[config.mk]
export PLATFORM = sky130hd
export DESIGN_NAME = ufc_ctrl
export DESIGN_NICKNAME = d
export VERILOG_FILES = /design/src/rtl/ufc_pkg.sv /design/src/rtl/ufc_ctrl.sv
export VERILOG_INCLUDE_DIRS = /design/src /design/src/rtl
export SDC_FILE = /design/constraint.sdc
export NUM_CORES = 1
export LEC_CHECK = 0
export BUFFER_PORTS_ARGS = -buffer_cell sky130_fd_sc_hd__buf_2
export CAP_MARGIN = 20
export CORE_MARGIN = 2
export CORE_UTILIZATION = 45
export CTS_CLUSTER_DIAMETER = 60
export DETAILED_ROUTE_END_ITERATION = 8
export PLACE_DENSITY = 0.64
export REMOVE_ABC_BUFFERS = 1
export SYNTH_ARGS = -nofsm -noshare
export SYNTH_HDL_FRONTEND = slang
export SYNTH_SLANG_ARGS = --single-unit
[constraint.sdc]
create_clock -name clk_i -period 5.2 [get_ports clk_i]
set_clock_uncertainty 0.1 [all_clocks]
set_input_delay 0.52 -clock clk_i [delete_from_list [all_inputs] [get_ports clk_i]]
set_output_delay 0.52 -clock clk_i [all_outputs]
set_load 0.005 [all_outputs]
[src/rtl/union_find_connectivity_core_macros.svh]
// ----------------------------------------------------------------------------
// Assertion macros for the union-find connectivity core
// Clocked on clk_i and held off while rst_ni is low.
// ----------------------------------------------------------------------------
`ifndef UNION_FIND_CONNECTIVITY_CORE_MACROS_SVH
`define UNION_FIND_CONNECTIVITY_CORE_MACROS_SVH

// Check a property on every rising edge outside reset
`define UFC_ASSERT(lbl, prop, msg) \
  lbl: assert property (@(posedge clk_i) disable iff (!rst_ni) prop) \
    else $error(msg);

// Check that a condition never holds outside reset
`define UFC_ASSERT_NEVER(lbl, cond, msg) \
  `UFC_ASSERT(lbl, !(cond), msg)

`endif

[src/rtl/ufc_pkg.sv]
// ----------------------------------------------------------------------------
// ufc_pkg
// Shared widths and operation codes of the union-find connectivity core.
// ----------------------------------------------------------------------------
package ufc_pkg;

  // Node index field width on the stream
  localparam int unsigned NODE_W      = 10;

  // Stream payload widths (tdata in whole bytes)
  localparam int unsigned IN_TDATA_W  = 24;
  localparam int unsigned IN_TUSER_W  = 1;
  localparam int unsigned OUT_TDATA_W = 8;

  // Operation codes carried in tuser
  localparam logic OP_UNION = 1'b0;
  localparam logic OP_QUERY = 1'b1;

endpackage

[src/rtl/ufc_ctrl.sv]
// ----------------------------------------------------------------------------
// ufc_ctrl
// Sequencer of the union-find core: clears the stores after reset, walks
// parent links to the root, compresses the walked path, then merges or
// compares the two roots.
// ----------------------------------------------------------------------------
`include "union_find_connectivity_core_macros.svh"

module ufc_ctrl
  import ufc_pkg::*;
#(
  parameter int unsigned NODES = 1024,
  localparam int unsigned IW   = $clog2(NODES),
  localparam int unsigned SW   = $clog2(NODES + 1)
) (
  input  logic              clk_i,
  input  logic              rst_ni,
  // item input
  input  logic              in_valid_i,
  output logic              in_ready_o,
  input  logic              in_op_i,
  input  logic [NODE_W-1:0] in_node_a_i,
  input  logic [NODE_W-1:0] in_node_b_i,
  // result towards the output register
  output logic              res_valid_o,
  input  logic              res_ready_i,
  output logic              res_answer_o,
  // parent store
  output logic              p_we_o,
  output logic [IW-1:0]     p_waddr_o,
  output logic [IW-1:0]     p_wdata_o,
  output logic              p_re_o,
  output logic [IW-1:0]     p_raddr_o,
  input  logic [IW-1:0]     p_rdata_i,
  // set size store
  output logic              s_we_o,
  output logic [IW-1:0]     s_waddr_o,
  output logic [SW-1:0]     s_wdata_o,
  output logic              s_re_o,
  output logic [IW-1:0]     s_raddr_o,
  input  logic [SW-1:0]     s_rdata_i
);

  localparam logic [2:0] S_CLEAR   = 3'd0;
  localparam logic [2:0] S_IDLE    = 3'd1;
  localparam logic [2:0] S_FIND    = 3'd2;
  localparam logic [2:0] S_COMP    = 3'd3;
  localparam logic [2:0] S_RESOLVE = 3'd4;
  localparam logic [2:0] S_DONE    = 3'd5;

  localparam logic [IW-1:0] LAST_NODE = IW'(NODES - 1);

  // control state
  logic [2:0]    state_q, state_d;
  logic [IW-1:0] clr_q, clr_d;
  logic          side_q, side_d;
  logic          hopped_q, hopped_d;
  logic          deep_q, deep_d;
  logic          szcap_q, szcap_d;

  // payload state
  logic          op_q, op_d;
  logic          ans_q, ans_d;
  logic [IW-1:0] node_b_q, node_b_d;
  logic [IW-1:0] start_q, start_d;
  logic [IW-1:0] cur_q, cur_d;
  logic [IW-1:0] hop1_q, hop1_d;
  logic [IW-1:0] root_q, root_d;
  logic [IW-1:0] ra_q, ra_d;
  logic [SW-1:0] sz_a_q, sz_a_d;

  logic          in_range;
  logic          side_done;
  logic [IW-1:0] done_root;
  logic [SW-1:0] sz_sum;

  assign in_range = (32'(in_node_a_i) < 32'(NODES)) && (32'(in_node_b_i) < 32'(NODES));
  assign sz_sum   = sz_a_q + s_rdata_i;

  // Sequencer
  always_comb begin
    state_d   = state_q;
    clr_d     = clr_q;
    side_d    = side_q;
    hopped_d  = hopped_q;
    deep_d    = deep_q;
    szcap_d   = 1'b0;
    op_d      = op_q;
    ans_d     = ans_q;
    node_b_d  = node_b_q;
    start_d   = start_q;
    cur_d     = cur_q;
    hop1_d    = hop1_q;
    root_d    = root_q;
    ra_d      = ra_q;
    sz_a_d    = szcap_q ? s_rdata_i : sz_a_q;

    in_ready_o  = 1'b0;
    res_valid_o = 1'b0;
    p_we_o      = 1'b0;
    p_waddr_o   = cur_q;
    p_wdata_o   = root_q;
    p_re_o      = 1'b0;
    p_raddr_o   = cur_q;
    s_we_o      = 1'b0;
    s_waddr_o   = ra_q;
    s_wdata_o   = sz_sum;
    s_re_o      = 1'b0;
    s_raddr_o   = cur_q;

    side_done = 1'b0;
    done_root = root_q;

    unique case (state_q)
      S_CLEAR: begin
        // sweep every entry to its own root with a set size of one
        p_we_o    = 1'b1;
        p_waddr_o = clr_q;
        p_wdata_o = clr_q;
        s_we_o    = 1'b1;
        s_waddr_o = clr_q;
        s_wdata_o = SW'(1);
        if (clr_q == LAST_NODE) begin
          state_d = S_IDLE;
        end else begin
          clr_d = clr_q + IW'(1);
        end
      end

      S_IDLE: begin
        in_ready_o = 1'b1;
        if (in_valid_i) begin
          op_d     = in_op_i;
          node_b_d = IW'(in_node_b_i);
          start_d  = IW'(in_node_a_i);
          cur_d    = IW'(in_node_a_i);
          side_d   = 1'b0;
          hopped_d = 1'b0;
          deep_d   = 1'b0;
          if (in_range) begin
            p_re_o    = 1'b1;
            p_raddr_o = IW'(in_node_a_i);
            state_d   = S_FIND;
          end else begin
            ans_d   = 1'b0;
            state_d = S_DONE;
          end
        end
      end

      S_FIND: begin
        if (p_rdata_i == cur_q) begin
          // root reached: fetch its set size
          root_d    = cur_q;
          s_re_o    = 1'b1;
          s_raddr_o = cur_q;
          szcap_d   = !side_q;
          if (deep_q) begin
            // start node goes straight to the root, then walk on from its first hop
            p_we_o    = 1'b1;
            p_waddr_o = start_q;
            p_wdata_o = cur_q;
            p_re_o    = 1'b1;
            p_raddr_o = hop1_q;
            cur_d     = hop1_q;
            state_d   = S_COMP;
          end else begin
            side_done = 1'b1;
            done_root = cur_q;
          end
        end else begin
          // follow the parent link
          cur_d     = p_rdata_i;
          p_re_o    = 1'b1;
          p_raddr_o = p_rdata_i;
          if (hopped_q) begin
            deep_d = 1'b1;
          end else begin
            hop1_d   = p_rdata_i;
            hopped_d = 1'b1;
          end
        end
      end

      S_COMP: begin
        // re-point the current node at the root
        p_we_o    = 1'b1;
        p_waddr_o = cur_q;
        p_wdata_o = root_q;
        if (p_rdata_i == root_q) begin
          side_done = 1'b1;
          done_root = root_q;
        end else begin
          cur_d     = p_rdata_i;
          p_re_o    = 1'b1;
          p_raddr_o = p_rdata_i;
        end
      end

      S_RESOLVE: begin
        // root of a in ra_q, root of b in root_q, size of b on the read port
        if (op_q == OP_QUERY) begin
          ans_d = (ra_q == root_q);
        end else if (ra_q != root_q) begin
          ans_d  = 1'b1;
          p_we_o = 1'b1;
          s_we_o = 1'b1;
          if (sz_a_q < s_rdata_i) begin
            p_waddr_o = ra_q;
            p_wdata_o = root_q;
            s_waddr_o = root_q;
          end else begin
            p_waddr_o = root_q;
            p_wdata_o = ra_q;
            s_waddr_o = ra_q;
          end
        end else begin
          ans_d = 1'b0;
        end
        state_d = S_DONE;
      end

      S_DONE: begin
        res_valid_o = 1'b1;
        if (res_ready_i) begin
          state_d = S_IDLE;
        end
      end

      default: begin
        state_d = S_IDLE;
      end
    endcase

    // Advance to node b, or on to the merge or compare once both roots are known
    if (side_done) begin
      if (!side_q) begin
        ra_d      = done_root;
        side_d    = 1'b1;
        start_d   = node_b_q;
        cur_d     = node_b_q;
        hopped_d  = 1'b0;
        deep_d    = 1'b0;
        p_re_o    = 1'b1;
        p_raddr_o = node_b_q;
        state_d   = S_FIND;
      end else begin
        state_d = S_RESOLVE;
      end
    end
  end

  assign res_answer_o = ans_q;

  // Control registers
  always_ff @(posedge clk_i or negedge rst_ni) begin
    if (!rst_ni) begin
      state_q  <= S_CLEAR;
      clr_q    <= '0;
      side_q   <= 1'b0;
      hopped_q <= 1'b0;
      deep_q   <= 1'b0;
      szcap_q  <= 1'b0;
    end else begin
      state_q  <= state_d;
      clr_q    <= clr_d;
      side_q   <= side_d;
      hopped_q <= hopped_d;
      deep_q   <= deep_d;
      szcap_q  <= szcap_d;
    end
  end

  // Payload registers
  always_ff @(posedge clk_i) begin
    op_q     <= op_d;
    ans_q    <= ans_d;
    node_b_q <= node_b_d;
    start_q  <= start_d;
    cur_q    <= cur_d;
    hop1_q   <= hop1_d;
    root_q   <= root_d;
    ra_q     <= ra_d;
    sz_a_q   <= sz_a_d;
  end

  `UFC_ASSERT(a_merge_distinct_roots, (state_q == S_RESOLVE && p_we_o) |-> (op_q == OP_UNION && ra_q != root_q), "merge written for a query or for one root")
  `UFC_ASSERT(a_compress_to_root, (state_q == S_COMP) |-> (p_we_o && p_wdata_o == root_q), "path compression not pointing at the root")
  `UFC_ASSERT(a_size_grows, (state_q == S_RESOLVE && s_we_o) |-> (s_wdata_o > sz_a_q && s_wdata_o > s_rdata_i), "merged set size overflowed")
  `UFC_ASSERT(a_out_of_range_zero, (in_valid_i && in_ready_o && !in_range) |=> (state_q == S_DONE && !ans_q), "out-of-range item not answered with zero")

endmodule

# Yosys cells after proc, flatten, opt, wreduce, memory -nomap -nowiden
# Cells that the tools add are included.
# word_totals
ff_bits,90
output_inout_bits,68
input_bits,46
# classes
bitwise,4
eq_ne,16
n_addsub,2
n_lt_le_gt_ge,1
reduce_logical,9
n_mux,76
# ops
op,n
10-bit two-way mux,25
10-bit one-hot mux with 3 select lines,3
1-bit two-way mux,32
10-bit == test,3
3-bit two-way mux,7
10-bit one-hot mux with 2 select lines,1
3-bit one-hot mux with 6 select lines,1
"3-bit != test, second input constant",5
11-bit adder,1
11-bit < comparator,1
11-bit two-way mux,1
"10-bit by 1-bit adder with 10-bit output, second input constant",1
"10-bit == test, second input constant",1
10-bit != test,1
1-bit one-hot mux with 2 select lines,4
2-bit AND reduction,4
"3-bit by 2-bit == test with 1-bit output, second input constant",2
"3-bit == test, second input constant",2
1-bit one-hot mux with 3 select lines,2
6-bit AND reduction,1
1-bit NOT,4
"3-bit by 1-bit == test with 1-bit output, second input constant",1
3-bit logical NOT,1
3-bit AND reduction,1
3 further kinds,3

# Depth between registers and ports, before layout
# logic_depth
word_depth,5
ltp_mapped,10
ltp_nobuf,9

# Least setup slack after synthesis
# OpenSTA, ideal clock, no wires.
# synth_path
kind,in2out
from,input port p_rdata_i[1]
to,output port p_raddr_o[3]
setup_slack_ns,1.376
cell_stages,9
arrival_time_ns,3.204
required_time_ns,4.580
path_cell_list,xnor2_1 nand4_1 nor4_1 a22oi_1 or2_1 inv_2 buf_4 a21oi_1 a21oi_1
# synth_via
elab_chain_len,5
# synth_rtl
element,line_no,rtl
"start, declared",ufc_ctrl.sv:34,"input logic [IW-1:0] p_rdata_i,"
"10-bit == test, on equally long branches","ufc_ctrl.sv:190, ufc_ctrl.sv:152",
"10-bit two-way mux, on equally long branches","ufc_ctrl.sv:190, ufc_ctrl.sv:152",
10-bit one-hot mux with 3 select lines,--,
10-bit two-way mux,ufc_ctrl.sv:237,if (!side_q) begin
10-bit two-way mux (*),ufc_ctrl.sv:236,if (side_done) begin
"end, declared",ufc_ctrl.sv:33,"output logic [IW-1:0] p_raddr_o,"
# Every way passes the cells marked *; elsewhere a longest branch is shown, timed or not.

# Final worst setup path
# layout_path
from,register sz_a_q[4]
to,output port p_wdata_o[1]
# layout_via
elab_chain_len,5
# layout_rtl
element,line_no,rtl
"start, declared",ufc_ctrl.sv:70,"logic [SW-1:0] sz_a_q, sz_a_d;"
"start signal, assigned",ufc_ctrl.sv:284,sz_a_q <= sz_a_d;
11-bit < comparator,ufc_ctrl.sv:208,if (sz_a_q < s_rdata_i) begin
10-bit two-way mux,ufc_ctrl.sv:208,
10-bit two-way mux,ufc_ctrl.sv:204,end else if (ra_q != root_q) begin
10-bit two-way mux,ufc_ctrl.sv:202,if (op_q == OP_QUERY) begin
10-bit one-hot mux with 3 select lines,ufc_ctrl.sv:114,unique case (state_q)
"end, declared",ufc_ctrl.sv:31,"output logic [IW-1:0] p_wdata_o,"
# Every way passes these cells.

==> results.txt <==
----------------------------------------------------
[Pwr]
  Leak ... 2.91 nW
  Power per standard cell area ... about 480 mW/mm²
  Worst voltage drop across the vdd grid ... approximately 0.38 mV
  Total chip power ... approximately 3.2 mW

[Clocking]
  Clock tree from TritonCTS ... built
  Number of H-tree levels ... 3
  Total of hold buffers inserted after clock tree synthesis ... 0
  Clock transition at the register clock pins on the worst setup and hold paths after CTS ... 0.07 ns
  Buffer depth of the longest clock path ... 2
  Post-CTS resize count ... 0
  Post-CTS setup-driven buffer insertion count ... 0
  CTS Sinks ... 90
  Buffer type at the clock tree root ... sky130_fd_sc_hd__clkbuf_16
  Clock insertion delay at the later pin of the skew report ... between 0.3 and 0.4 ns
  Number of buffers created by CTS ... 9

[Critical path]
  Largest stage delay on the critical path ... 0.62 ns
  CP Cell Sequence ... ha_1, and3_1, a221oi_1, o31a_1, o21a_1, nand2b_1, mux2i_1, o21ai_0, buf_2
  Setup crit start ... sz_a_q[4]$_DFFE_PP_
  Maximum fanout encountered on the critical timing path ... 14
  Startpoint class of the critical path ... flip-flop
  Critical Path Sink Type ... output pin
  Arrival time at the worst endpoint ... between 3 and 4 ns
  CP Class ... reg -> out
  Data required time at the worst endpoint ... 4.58 ns
  Cell with the largest stage delay on the worst path ... sky130_fd_sc_hd__nand2b_1
  Startpoint of the worst register-to-register path ... state_q[1]$_DFFE_PN0P_

[Synth]
  Area share of the largest cell type after synthesis ... between 20% and 30%
  Most instantiated cells after synthesis ... 72 x sky130_fd_sc_hd__a21oi_1, 53 x sky130_fd_sc_hd__edfxtp_1, 44 x sky130_fd_sc_hd__nor2_1
  Yosys reg bits ... 90
  Leading cell types by total area after synthesis ... sky130_fd_sc_hd__edfxtp_1 28%, sky130_fd_sc_hd__dfrtp_1 7.5%, sky130_fd_sc_hd__dfxtp_1 7.1%
  Most common flop cell mapped by yosys ... sky130_fd_sc_hd__edfxtp_1
  Sequential share of the synthesized area ... a little over two fifths
  Number of distinct library cells after synthesis ... 53
  Post-synthesis cell type with the largest combined area ... sky130_fd_sc_hd__edfxtp_1
  Number of enable-type register cells in the synthesized netlist ... 53
  Count of mapped cells out of synthesis ... ~600
  Cell area after synthesis ... 0.00568 mm²
  Yosys warnings ... 0
  Proportion of register bits with asynchronous set or reset after synthesis ... between 10% and 20%
  Synthesized area divided by synthesized cell count ... 9.49 µm²
  Top-count cell post-synth ... sky130_fd_sc_hd__a21oi_1

[Route]
  DRC errors left ... 0
  Detail-routed via count per cell ... around 5.7
  Detailed router's first-iteration violation count ... roughly 460
  First-pass DRT Iterations ... 5
  Routed wire length per instance ... about 18 µm
  Routed WL ... 16.1 mm
  Via count ... between 5000 and 6000
  Count of antenna-violating nets left after detailed routing ... 0

[Floorplanning]
  I/O pin count ... around 110
  Rows ... 41
  Core box area ... around 0.012 mm²
  Full die area ... 0.0135 mm²
  Starting utilization of the core area ... about 46%
  Die Y ... 116 µm
  Die width ... roughly 120 µm

[STA]
  Final cycle utilization of the critical path ... about 80%
  Actual slew at the worst max-slew pin ... about 1.0 ns
  Total of endpoints with negative setup slack in the final report ... 0
  Final Worst Setup Slack ... ~0.93 ns
  Worst hold margin ... -0.00296 ns
  Post-route minimum period ... ~4.3 ns
  Setup repair after global routing missed its margin ... no
  Worst slew slack as a fraction of its limit ... a little under a third
  Final total negative setup slack ... 0 ns
  Achievable frequency ... 234 MHz
  Final hold violation count ... 5
  Max-slew violation total from the final report ... 0

[Global route]
  All-Layer GR Usage ... ~24%
  Number of global-route vias before repair ... between 4000 and 5000
  Remaining Overflow, GRT ... 0
  Initial antenna violation count ... 0
  Maximum number of pins on one net before global-route repair ... 29
  First-pass GRT wire length ... ~25 mm

[Placement]
  Routability-driven placement congestion ratio ... between 0.9 and 1
  Count of buffers inserted at the top-level ports ... 113
  Post-detailed-placement half-perimeter wirelength ... between 10 and 15 mm
  Worst setup slack after placement ... between 1 and 1.5 ns

[Hold path]
  Class of the tightest hold or removal check ... in -> async

[Finish]
  Area Overhead vs Synth ... 17.9%
  Fraction of layout cells with a size suffix above 1 ... a little under a quarter
  Diode insertion count for antenna repair ... 0
  NumNets Final ... around 770

[Flow run]
  Max-capacitance violation count ... 0

[Outcome]
  Run status ... finished, violations left
  Violations in the final reports ... negative hold slack

----------------------------------------------------
where the power goes:
group | internal (mW) | switching, mW
clock network | 0.441 | 0.300
registers | 0.925 | 0.211
logic | 0.586 | 0.760
total | 1.95 | 1.27
flip-flops by register name, summed over array words and instances, names as in the netlist:
name and count:
ra_q 10, state_q 3, root_q 10, deep_q 1, hopped_q 1, op_q 1
hop1_q 10, clr_q 10, cur_q 10, node_b_q 10, res_answer_o 1, side_q 1
start_q 10, sz_a_q 11, szcap_q 1
cell families (layout without fill, tap and decap cells):
kind of cell	Yosys count	count (layout)	synth area share, %
buffers and inverters	76	178	5.82
flip-flops	90	90	42.6
multiplexers	37	37	6.94
AO/OA/AOI/OAI	193	193	21.3
adder cells (fa/ha/maj)	24	24	5.42
AND/OR/NAND/NOR	135	135	11.3
XOR/XNOR	43	43	6.63
path summary, 6_finish.rpt:
path | end | slack [ns] | cells after the start
max in group asynchronous | clr_q[7]$_DFFE_PN0P_ | 4.69 | 1
hold reg to reg | start_q[8]$_DFF_P_ | 0.36 | 2
hold / removal | side_q$_DFF_PN0_ | -0.003 | 1
setup reg to reg | start_q[4]$_DFF_P_ | 1.75 | 8
min in group clk_i | node_b_q[9]$_DFFE_PP_ | 0.24 | 1
setup / recovery | p_wdata_o[1] | 0.93 | 9
layer usage:
metal	vias to the layer above	routed length [µm]	track usage (%)
met5	-	0	0
met4	0	329	8.81
met3	28	926	5.24
met2	184	7810	40.3
met1	2405	7060	31.8
li1	2385	-	-
worst max-delay path: cells and delay by family, from the launching register on:
family                   cells  cell delay [ns]
multiplexers                 1             0.15
AND/OR/NAND/NOR              2             0.84
AO/OA/AOI/OAI                4             1.36
flip-flops                   1             0.41
buffers and inverters        1             0.19
adder cells (fa/ha/maj)      1             0.35
area by class of cell:
cell class                      count  area (µm²)
Multi-Input combinational cell    432        2950
Timing Repair Buffer              122         633
Sequential cell                    90        2420
Inverter                           40         150
Clock inverter                      6        95.1
Tap cell                          172         215
Clock buffer                       10         239
Fill cell                        1155        5770
cell usage in the layout, fill, tap and decap left out, types with 5 or more instances in the layout:
cell type	count
sky130_fd_sc_hd__or3_1	5
sky130_fd_sc_hd__mux2i_1	18
sky130_fd_sc_hd__edfxtp_1	53
sky130_fd_sc_hd__a21oi_1	72
sky130_fd_sc_hd__nor2_1	44
sky130_fd_sc_hd__mux2_2	19
sky130_fd_sc_hd__dfrtp_1	17
sky130_fd_sc_hd__a221o_1	16
sky130_fd_sc_hd__and3_1	5
sky130_fd_sc_hd__o21ai_0	39
sky130_fd_sc_hd__xor2_1	16
sky130_fd_sc_hd__o22ai_1	17
sky130_fd_sc_hd__buf_4	9
sky130_fd_sc_hd__a221oi_1	10
sky130_fd_sc_hd__a211oi_1	8
sky130_fd_sc_hd__nand4_1	7
sky130_fd_sc_hd__inv_1	39
sky130_fd_sc_hd__nand2_1	31
sky130_fd_sc_hd__xnor2_1	27
sky130_fd_sc_hd__buf_2	113
sky130_fd_sc_hd__nand2b_1	7
sky130_fd_sc_hd__dfxtp_1	20
sky130_fd_sc_hd__nor3_1	8
sky130_fd_sc_hd__clkbuf_16	9
sky130_fd_sc_hd__and2_1	12
sky130_fd_sc_hd__ha_1	23
sky130_fd_sc_hd__a31oi_1	6
through the flow:
step	hold slack (ns)	instance area, µm²	utilization [%]	instances
after floorplan	0.124	5500	-	562
after global placement	0.354	6350	51.0	855
after detailed placement	0.355	6350	51.0	855
after CTS	0.00229	6690	53.7	871
after global routing	0.0234	6700	53.7	872
final	-0.00296	6700	53.7	872
(Power assumes the default switching activity.)
